[config.mk]
export PLATFORM = sky130hd
export DESIGN_NAME = rom_image_header_parser
export DESIGN_NICKNAME = d
export VERILOG_FILES = /design/src/hw/rtl/rihp_pkg.sv /design/src/hw/rtl/rom_image_header_parser.sv /design/src/hw/rtl/rihp_fifo.sv /design/src/hw/rtl/rihp_front.sv /design/src/hw/rtl/rihp_back.sv
export SDC_FILE = /design/constraint.sdc
export NUM_CORES = 2
export LEC_CHECK = 0
export BUFFER_PORTS_ARGS = -buffer_cell sky130_fd_sc_hd__buf_2
export CAP_MARGIN = 20
export CORE_MARGIN = 1.5
export CORE_UTILIZATION = 50
export DETAILED_ROUTE_END_ITERATION = 6
export GPL_ROUTABILITY_DRIVEN = 0
export PLACE_DENSITY = 0.67
export SYNTH_ARGS = -nofsm -noshare
export SYNTH_HDL_FRONTEND = slang
export SYNTH_SLANG_ARGS = --single-unit
[constraint.sdc]
create_clock -name clk -period 12.8 [get_ports clk]
set_input_delay 0.64 -clock clk [delete_from_list [all_inputs] [get_ports clk]]
set_output_delay 0.64 -clock clk [all_outputs]
set_load 0.02 [all_outputs]
[src/hw/rtl/rihp_pkg.sv]
// types and constants shared by the cartridge header parser modules
// no dependencies
package rihp_pkg;

	localparam int HDR_KEEP = 14;
	localparam int REC_COUNT_BITS = 32;

	localparam logic [63:0] FNV_BASIS = 64'hcbf29ce484222325;

	localparam logic [7:0] SIG_0 = 8'h4E;
	localparam logic [7:0] SIG_1 = 8'h45;
	localparam logic [7:0] SIG_2 = 8'h53;
	localparam logic [7:0] SIG_3 = 8'h1A;

	localparam logic [31:0] HDR_BYTES = 32'd16;
	localparam logic [31:0] TRAINER_BYTES = 32'd512;

	typedef enum logic [2:0] {
		ST_OK        = 3'd0,
		ST_SHORT     = 3'd1,
		ST_BAD_SIG   = 3'd2,
		ST_VS        = 3'd3,
		ST_ARCADE    = 3'd4,
		ST_ZERO_PRG  = 3'd5,
		ST_TRUNCATED = 3'd6
	} status_t;

	localparam logic [1:0] CONSOLE_VS     = 2'd1;
	localparam logic [1:0] CONSOLE_ARCADE = 2'd2;
	localparam logic [1:0] CONSOLE_EXT    = 2'd3;

	localparam logic [1:0] MIRROR_HORIZ = 2'd0;
	localparam logic [1:0] MIRROR_VERT  = 2'd1;
	localparam logic [1:0] MIRROR_FOUR  = 2'd2;

	typedef struct packed {
		logic [7:0] file_byte;
		logic       last_byte;
	} in_item_t;

	typedef struct packed {
		status_t     status;
		logic [5:0]  header_flags;
		logic [11:0] mapper_num;
		logic [3:0]  submapper;
		logic [25:0] prg_rom_bytes;
		logic [24:0] chr_rom_bytes;
		logic [21:0] prg_wram_bytes;
		logic [21:0] prg_nvram_bytes;
		logic [21:0] chr_ram_bytes;
		logic [21:0] chr_nvram_bytes;
		logic [1:0]  timing_mode;
		logic [63:0] fingerprint;
	} out_item_t;

	// one finished image handed from the front to the decoder
	typedef struct packed {
		logic [HDR_KEEP-1:0][7:0]  hdr;
		logic [REC_COUNT_BITS-1:0] count;
		logic [63:0]               hash;
	} hdr_rec_t;

endpackage

[src/hw/rtl/rom_image_header_parser.sv]
// cartridge image header parser: one byte per cycle in while the record queue has room, one result per image out
// a result reaches the ports by a record queue write, then combinational decode
// into the result queue; the decode waits while the result queue is full
// throughput: 1 byte per cycle while the record queue has room; hash update is one shift-add step per byte
// images as short as one byte can follow each other every cycle while the record queue has room
// reset (async, active low) empties both queues and restarts count and hash
module rom_image_header_parser import rihp_pkg::*; #(
	parameter int COUNT_BITS = 27
) (
	input  logic      clk,
	input  logic      arst_n,
	input  logic      push,
	output logic      full,
	input  in_item_t  item,
	output logic      empty,
	input  logic      pop,
	output out_item_t result
);

	hdr_rec_t rec_in, rec_out;
	out_item_t res;
	logic rec_push, rec_pop, rec_empty, res_push, res_full;

	rihp_front #(
		.COUNT_BITS(COUNT_BITS)
	) u_front (
		.clk(clk),
		.arst_n(arst_n),
		.accept(push && !full),
		.item(item),
		.rec_push(rec_push),
		.rec(rec_in)
	);

	rihp_fifo #(
		.item_t(hdr_rec_t),
		.DEPTH(2)
	) u_rec_q (
		.clk(clk),
		.arst_n(arst_n),
		.push(rec_push),
		.wdata(rec_in),
		.full(full),
		.pop(rec_pop),
		.rdata(rec_out),
		.empty(rec_empty)
	);

	rihp_back u_back (
		.rec(rec_out),
		.rec_empty(rec_empty),
		.rec_pop(rec_pop),
		.res_full(res_full),
		.res_push(res_push),
		.res(res)
	);

	rihp_fifo #(
		.item_t(out_item_t),
		.DEPTH(2)
	) u_res_q (
		.clk(clk),
		.arst_n(arst_n),
		.push(res_push),
		.wdata(res),
		.full(res_full),
		.pop(pop),
		.rdata(result),
		.empty(empty)
	);

endmodule

[src/hw/rtl/rihp_fifo.sv]
// small register queue used between the parser stages and at the result port
// depends on nothing but its type parameter
module rihp_fifo #(
	parameter type item_t = logic,
	parameter int DEPTH = 2
) (
	input  logic  clk,
	input  logic  arst_n,
	input  logic  push,
	input  item_t wdata,
	output logic  full,
	input  logic  pop,
	output item_t rdata,
	output logic  empty
);

	localparam int PTR_BITS = (DEPTH > 1) ? $clog2(DEPTH) : 1;
	localparam int CNT_BITS = $clog2(DEPTH + 1);
	localparam logic [PTR_BITS-1:0] PTR_LAST = PTR_BITS'(DEPTH - 1);

	item_t mem_q [DEPTH];
	logic [PTR_BITS-1:0] wr_ptr_q, rd_ptr_q;
	logic [CNT_BITS-1:0] count_q;
	logic do_push, do_pop;

	assign full = (count_q == CNT_BITS'(DEPTH));
	assign empty = (count_q == '0);
	assign do_push = push && !full;
	assign do_pop = pop && !empty;
	assign rdata = mem_q[rd_ptr_q];

	always_ff @(posedge clk or negedge arst_n) begin
		if (!arst_n) begin
			wr_ptr_q <= '0;
			rd_ptr_q <= '0;
			count_q <= '0;
		end else begin
			if (do_push) begin
				wr_ptr_q <= (wr_ptr_q == PTR_LAST) ? '0 : wr_ptr_q + 1'b1;
			end
			if (do_pop) begin
				rd_ptr_q <= (rd_ptr_q == PTR_LAST) ? '0 : rd_ptr_q + 1'b1;
			end
			if (do_push && !do_pop) begin
				count_q <= count_q + 1'b1;
			end else if (do_pop && !do_push) begin
				count_q <= count_q - 1'b1;
			end
		end
	end

	always_ff @(posedge clk) begin
		if (do_push) begin
			mem_q[wr_ptr_q] <= wdata;
		end
	end

endmodule

[src/hw/rtl/rihp_front.sv]
// byte intake: header capture, saturating byte count, running FNV-1a hash
// depends on rihp_pkg
module rihp_front import rihp_pkg::*; #(
	parameter int COUNT_BITS = 27
) (
	input  logic     clk,
	input  logic     arst_n,
	input  logic     accept,
	input  in_item_t item,
	output logic     rec_push,
	output hdr_rec_t rec
);

	logic [COUNT_BITS-1:0] count_q, count_nxt;
	logic [63:0] hash_q, hash_x, hash_nxt;
	logic [7:0] hdr_q [HDR_KEEP];

	// multiply by the FNV prime 2^40 + 0x1b3 as shifts and adds
	assign hash_x = hash_q ^ {56'd0, item.file_byte};
	assign hash_nxt = (hash_x << 40) + (hash_x << 8) + (hash_x << 7) + (hash_x << 5)
		+ (hash_x << 4) + (hash_x << 1) + hash_x;

	assign count_nxt = (count_q == '1) ? count_q : count_q + 1'b1;

	// a header that passes the length test never has its last byte in the store
	always_comb begin
		for (int i = 0; i < HDR_KEEP; i++) begin
			rec.hdr[i] = hdr_q[i];
		end
		rec.count = REC_COUNT_BITS'(count_nxt);
		rec.hash = hash_nxt;
	end

	assign rec_push = accept && item.last_byte;

	always_ff @(posedge clk or negedge arst_n) begin
		if (!arst_n) begin
			count_q <= '0;
			hash_q <= FNV_BASIS;
		end else if (accept) begin
			if (item.last_byte) begin
				count_q <= '0;
				hash_q <= FNV_BASIS;
			end else begin
				count_q <= count_nxt;
				hash_q <= hash_nxt;
			end
		end
	end

	always_ff @(posedge clk) begin
		if (accept && count_q < COUNT_BITS'(HDR_KEEP)) begin
			hdr_q[count_q[3:0]] <= item.file_byte;
		end
	end

endmodule

[src/hw/rtl/rihp_back.sv]
// header decode and status checks for one finished image
// depends on rihp_pkg
module rihp_back import rihp_pkg::*; (
	input  hdr_rec_t  rec,
	input  logic      rec_empty,
	output logic      rec_pop,
	input  logic      res_full,
	output logic      res_push,
	output out_item_t res
);

	logic [HDR_KEEP-1:0][7:0] h;
	logic v2, trainer, battery, sig_ok, short_img;
	logic [1:0] console, mirror;
	logic [11:0] mapper, prg_units, chr_units;
	logic [3:0] sub;
	logic [25:0] prg;
	logic [24:0] chr;
	logic [21:0] pram, pnv, cram, cnv;
	logic [1:0] tv;
	logic [31:0] need;
	status_t status;

	function automatic logic [21:0] ram_shift(input logic [3:0] nib);
		return (nib == 4'd0) ? 22'd0 : (22'd64 << nib);
	endfunction

	assign res_push = !rec_empty && !res_full;
	assign rec_pop = res_push;

	assign h = rec.hdr;
	assign v2 = (h[7][3:2] == 2'b10);
	assign trainer = h[6][2];
	assign battery = h[6][1];
	assign short_img = (rec.count < HDR_BYTES);
	assign sig_ok = (h[0] == SIG_0) && (h[1] == SIG_1) && (h[2] == SIG_2) && (h[3] == SIG_3);

	always_comb begin
		if (v2) begin
			mapper = {h[8][3:0], h[7][7:4], h[6][7:4]};
			sub = h[8][7:4];
			prg_units = {h[9][3:0], h[4]};
			chr_units = {h[9][7:4], h[5]};
			pram = ram_shift(h[10][3:0]);
			pnv = ram_shift(h[10][7:4]);
			cram = ram_shift(h[11][3:0]);
			cnv = ram_shift(h[11][7:4]);
			tv = h[12][1:0];
			console = h[13][1:0];
		end else begin
			mapper = {4'd0, h[7][7:4], h[6][7:4]};
			sub = 4'd0;
			prg_units = {4'd0, h[4]};
			chr_units = {4'd0, h[5]};
			pram = (h[8] == 8'd0) ? 22'h2000 : {1'b0, h[8], 13'd0};
			pnv = battery ? pram : 22'd0;
			cram = (h[5] == 8'd0) ? 22'h2000 : 22'd0;
			cnv = 22'd0;
			tv = {1'b0, h[9][0]};
			console = 2'd0;
		end
	end

	assign prg = {prg_units, 14'd0};
	assign chr = {chr_units, 13'd0};

	always_comb begin
		priority if (h[6][3]) begin
			mirror = MIRROR_FOUR;
		end else if (h[6][0]) begin
			mirror = MIRROR_VERT;
		end else begin
			mirror = MIRROR_HORIZ;
		end
	end

	assign need = HDR_BYTES + (trainer ? TRAINER_BYTES : 32'd0) + 32'(prg) + 32'(chr);

	always_comb begin
		priority if (console == CONSOLE_VS) begin
			status = ST_VS;
		end else if (console == CONSOLE_ARCADE) begin
			status = ST_ARCADE;
		end else if (prg == 26'd0) begin
			status = ST_ZERO_PRG;
		end else if (rec.count < need) begin
			status = ST_TRUNCATED;
		end else begin
			status = ST_OK;
		end
	end

	always_comb begin
		res = '0;
		priority if (short_img) begin
			res.status = ST_SHORT;
		end else if (!sig_ok) begin
			res.status = ST_BAD_SIG;
		end else begin
			res.status = status;
			res.header_flags = {console == CONSOLE_EXT, mirror, v2, battery, trainer};
			res.mapper_num = mapper;
			res.submapper = sub;
			res.prg_rom_bytes = prg;
			res.chr_rom_bytes = chr;
			res.prg_wram_bytes = pram;
			res.prg_nvram_bytes = pnv;
			res.chr_ram_bytes = cram;
			res.chr_nvram_bytes = cnv;
			res.timing_mode = tv;
			if (status == ST_OK) begin
				res.fingerprint = rec.hash ^ {20'd0, mapper, 32'd0} ^ {38'd0, prg}
					^ {23'd0, chr, 16'd0};
			end
		end
	end

endmodule

* Word level (Yosys, flattened, before mapping)
Memory sizes are Yosys's and may differ from the RTL's.
Index checks and enable logic that the tools add are counted.
** Operators by class
- Add/subtract/negate cells :: 18
- Magnitude comparators :: 3
- Equality and inequality tests :: 11
- Shifts and indexed selects :: 4
- Mux-type cells :: 46
- Bitwise logic cells :: 4
- Reduce and logical (&&, ||, !) cells :: 35
** Operators by type and width (number)
- $mux 227 :: 2
- $add 64x64->64 :: 6
- $mux 22 :: 9
- $mux 64 :: 2
- $shl 7x4->22 const A :: 4
- $xor 64x26->64 :: 1
- $xor 64x41->64 :: 1
- $xor 64x44->64 :: 1
- $xor 64x8->64 :: 1
- $mux 27 :: 2
- $mux 12 :: 3
- $add 32x25->32 :: 1
- $add 32x26->32 :: 1
- $add 5x32->32 const A :: 1
- $lt 32x32->1 :: 1
- $lt 32x5->1 const B :: 1
- $add 27x1->27 const B :: 1
- $eq 27x27->1 const B :: 1
- $lt 27x4->1 const B :: 1
- $logic_not 26->1 :: 1
- $eq 8x7->1 const B :: 3
- $mux 21 :: 1
- $mux 3 :: 6
- $logic_not 4->1 :: 4
- 17 further kinds :: 66
** Storage, ports and cells
- Register bits after elaboration :: 99
- RAM bits :: 978
- Output and inout port bits :: 232
- Logic and storage cells :: 132
- Memories :: 3
** Memory list
- u_res_q.mem_q :: words 2, width 230, rd ports 1, clocked after Yosys merged registers in 0, wr ports 1, RTL line rihp_fifo.sv:21 : item_t mem_q [DEPTH];
- u_rec_q.mem_q :: words 2, width 203, rd ports 1, clocked after Yosys merged registers in 0, wr ports 1, RTL line rihp_fifo.sv:21
- u_front.hdr_q :: words 14, width 8, rd ports 14, clocked after Yosys merged registers in 0, wr ports 1, RTL line rihp_front.sv:16 : logic [7:0] hdr_q [HDR_KEEP];

* Longest topological paths before layout
An unclocked memory read counts as a cell.
- Depth after elaboration :: 14
- Gate-level depth with buffers :: 29

* Hierarchy
A second synthesis with hierarchy kept.
** Unflattened totals
- Cells, all modules :: 3809
- Area total of the unflattened synthesis :: 55963.7 um^2
** By module, submodules not included
- rihp_front :: instances 1, cells each 1823, area an instance 18634.1 um^2, seq. area each 5675.4 um^2
- rihp_fifo at u_res_q :: instances 1, cells each 735, area an instance 17626.9 um^2, seq. area each 13913.3 um^2
- rihp_fifo at u_rec_q :: instances 1, cells each 666, area an instance 15636.2 um^2, seq. area each 12592.1 um^2
- rihp_back :: instances 1, cells each 584, area an instance 4052.6 um^2, seq. area each 0.0 um^2
- rom_image_header_parser :: instances 1, cells each 1, area an instance 13.8 um^2, seq. area each 0.0 um^2

* Worst setup path after synthesis
Ideal clock, no wire load.
- Path type :: input-to-reg
- Start :: input port push
- End :: memory u_rec_q.mem_q[0][0] (netlist bit), enable pin
- Library setup time :: 0.733 ns
- Data arrival time :: 8.814 ns
- Data required time :: 12.067 ns
- Setup slack :: 3.253 ns
- Stages on the path :: 4
- Path buffers :: 1
- Cell sequence :: and2_1 clkbuf_1 nand2_1 nor2_1
** On the way
- Cells in the longest elaborated chain, start to end :: 5
** RTL lines
- start: declaration :: RTL line rom_image_header_parser.sv:12 : input logic push,
- $logic_and 1x1->1 :: RTL line rom_image_header_parser.sv:29 : .accept(push && !full),
- $logic_and 1x1->1 :: RTL line rihp_front.sv:34 : assign rec_push = accept && item.last_byte;
- $logic_and 1x1->1 :: RTL line rihp_fifo.sv:28 : assign do_push = push && !full;
- $mux 1 :: RTL line rihp_fifo.sv:53 : if (do_push) begin
- $mux 1 (not written as such) :: RTL line rihp_fifo.sv:54 : mem_q[wr_ptr_q] <= wdata;
- end: declaration :: RTL line rihp_fifo.sv:21
No other way between the ends.

==> results.txt <==
Status - finished, final reports clean
FF+latch area - 27,300 um2
Global-route wire length before repair - 168,000 um
Starting density of the core - 50.6%
Area leader, netlist - edfxtp_1
Vias - 27,400
Yosys warning total - 0
Synth Instances - 3,479
Vias in the first global route - 27,800
Final ANT Viol Nets - 0
# resized after CTS - 0
IO buf count - 193
# diodes - 0
Area Overhead vs Synth - 10.8%
Multi-input logic area - 17,800 um2
RSZ-0062 raised after global routing - false
Design area - 52,500 um2
Max Freq - 150 MHz
Filler cells - 7,601
Post-DP HPWL - 76,500 um
CTS sink count - 925
Clk_skew - 0.0314 ns
Top_reg_cell synth - edfxtp_1
Netlist cell types - 86
H-tree levels - 3
Via/cell ratio - 5.46
Slew Limit Fails - 0
Clk Latency, worst-skew pair - 0.68 ns
Largest net degree at the start of global routing - 173
Worst slew pin tran - 1.22 ns
Max Used Layer - met4
Initial antenna violation count - 3
Reg clk slew, reported paths - 0.06 ns
DRT iter0 DRCs - 2,196
Seq cells post-synth - 925
Commonest cells post-synth - edfxtp_1 (826), inv_1 (406), nor2_1 (253)
# IOs - 245
Crit path launch type - flop
Gr usage total - 22.8%
Metal-1 WL - 48,100 um
Mean post-synth cell area - 13.6 um2
Worst hold path class - in -> reg
Placed insts - 4,842
DR WL met3 - 6900 um
Tmin final - 6.66 ns
Most common cell in the synthesized netlist - edfxtp_1
Die Span Y - 311 um
Crit-path max FO - 64
Placed cell area - 49,500 um2
Layout cells sized above 1 - 16.7%
Pre-CTS setup slack - 5.78 ns
Final setup vio count - 0
Post-synth top area share - 52.4%
Seq/Total Area, Yosys - 57.7%
Hold-fix buffers at CTS - 1
Critical path arrival - 7.03 ns
Mapped Area - 47,300 um2
Leading post-synthesis cells by cell area - edfxtp_1 (52%), fa_1 (10%), mux2_2 (4.9%)
Routed length on met2 - 52,100 um
WL/cell - 21.8 um
Worst slew margin - 18.9%
Final Cycle Share - 52.1%
WP data required - 13.17 ns
Post-CTS setup buffers - 0
# Max-Cap Violations - 0
Asr flop ratio synth - 10.7%
Hold Vio Cnt, Final - 0
Core area - 93,600 um2
Drc violations - 0
Cell Count, Final, Fillers Out - 5,016
Post-Route WL - 110,000 um
Global route overflow - 0
Worst setup path class - reg -> reg
Final worst setup slack - 6.14 ns
CTS tree - done
Total negative slack - 0 ns
Rows - 112
Die Wd - 311 um
First drt pass iteration count - 6
Num CTS Buffers - 93
Clock Path Buffers - 3
Die Footprint - 96,600 um2
Root Buffer - clkbuf_16
Nets - 4,078
Crit. End Element - flop
Post-synth EDFFs - 826
-- cells by family (layout without fill, tap and decap cells) --
| family | count (synthesis) | count (layout) | share of synthesized area (%) |
|---|---|---|---|
| fa+ha+maj | 384 | 384 | 13.9 |
| buf+inv | 581 | 806 | 5.20 |
| flops | 925 | 925 | 57.7 |
| mux | 322 | 322 | 7.38 |
| compound gates | 406 | 406 | 5.58 |
| other cells | 1 | 59 | 0.00792 |
| simple gates | 681 | 681 | 6.88 |
| xor+xnor | 179 | 179 | 3.31 |
-- worst max-delay path, cell delays in order, from the launching register on --
cell	delay, ns
dfrtp_4	0.82
buf_4	0.65
buf_4	0.68
nor2_1	0.17
a32oi_2	0.18
buf_4	0.36
nor2_1	0.13
ha_1	0.35
a221oi_1	0.41
o21bai_1	0.10
a21oi_1	0.18
xor2_1	0.17
ha_1	0.27
a21o_1	0.18
a211oi_1	0.28
nand2_1	0.11
o211ai_1	0.20
or3_2	0.14
buf_4	0.65
nor2_1	0.18
-- stage by stage --
stage                     hold WS [ns]  util, %
final                            0.349     56.1
after global routing             0.351     56.1
after CTS                        0.310     56.1
after detailed placement         0.429     52.9
after global placement           0.422     52.9
after floorplan                  0.344        -
-- state kept, by name, indices dropped and copies added, names as in the netlist --
name              flops
u_res_q.count_q       2
u_front.count_q      27
u_rec_q.rd_ptr_q      1
u_res_q.rd_ptr_q      1
u_front.hdr_q        98
u_rec_q.wr_ptr_q      1
u_rec_q.count_q       2
u_res_q.mem_q       358
u_res_q.wr_ptr_q      1
u_rec_q.mem_q       370
u_front.hash_q       64
-- cells in the final DEF (no fill, tap or decap), drive strengths merged, types with 7 or more instances in the layout --
cell type / count
edfxtp: 826
inv: 412
nor2: 256
fa: 241
buf: 226
mux2: 207
nand2: 150
ha: 139
clkbuf: 123
mux2i: 114
xnor2: 104
a21oi: 102
o21ai: 100
xor2: 75
dfrtp: 71
conb: 59
nor3: 56
nand3: 38
nor4: 38
clkinv: 37
a21o: 34
dfstp: 28
nand4: 26
and3: 26
a211oi: 20
a31oi: 19
a22o: 19
nor2b: 18
nand2b: 17
a22oi: 15
and2: 13
o21bai: 12
o22ai: 7
a221oi: 7
nor3b: 7
o211ai: 7
and4: 7
or4: 7
or3: 7
-- path summary, 6_finish.rpt --
check	from	to	slack [ns]	depth (start not counted)
worst min register to register	u_front.hdr_q[4][5]	u_rec_q.mem_q[0][128]	0.43	0
worst min-delay path	pop	u_res_q.rd_ptr_q	0.35	3
max in group asynchronous	arst_n	u_rec_q.rd_ptr_q	10.86	3
worst max register to register	u_rec_q.rd_ptr_q	u_res_q.mem_q[0][22]	6.14	19
min in group asynchronous	arst_n	u_front.hash_q[22]	0.46	2
worst max-delay path	u_rec_q.rd_ptr_q	u_res_q.mem_q[0][22]	6.14	19
-- final cells by class --
type | instances | share of cell area [%]
sequential | 925 | 52.1
multi-input combinational | 2031 | 34.0
clock buffer | 123 | 4.69
tap | 1254 | 2.99
inverter | 407 | 2.91
timing repair buffer | 227 | 2.41
clock inverter | 49 | 0.973
-- metal layers --
layer,global-route usage [%],up-vias
met1,31.6,13800
li1,-,12600
met5,0,-
met3,4.24,135
met2,37.0,842
met4,6.31,0
Power is not shown: default switching activity piles up to over one toggle a cycle in this logic, so the estimate is an artifact.
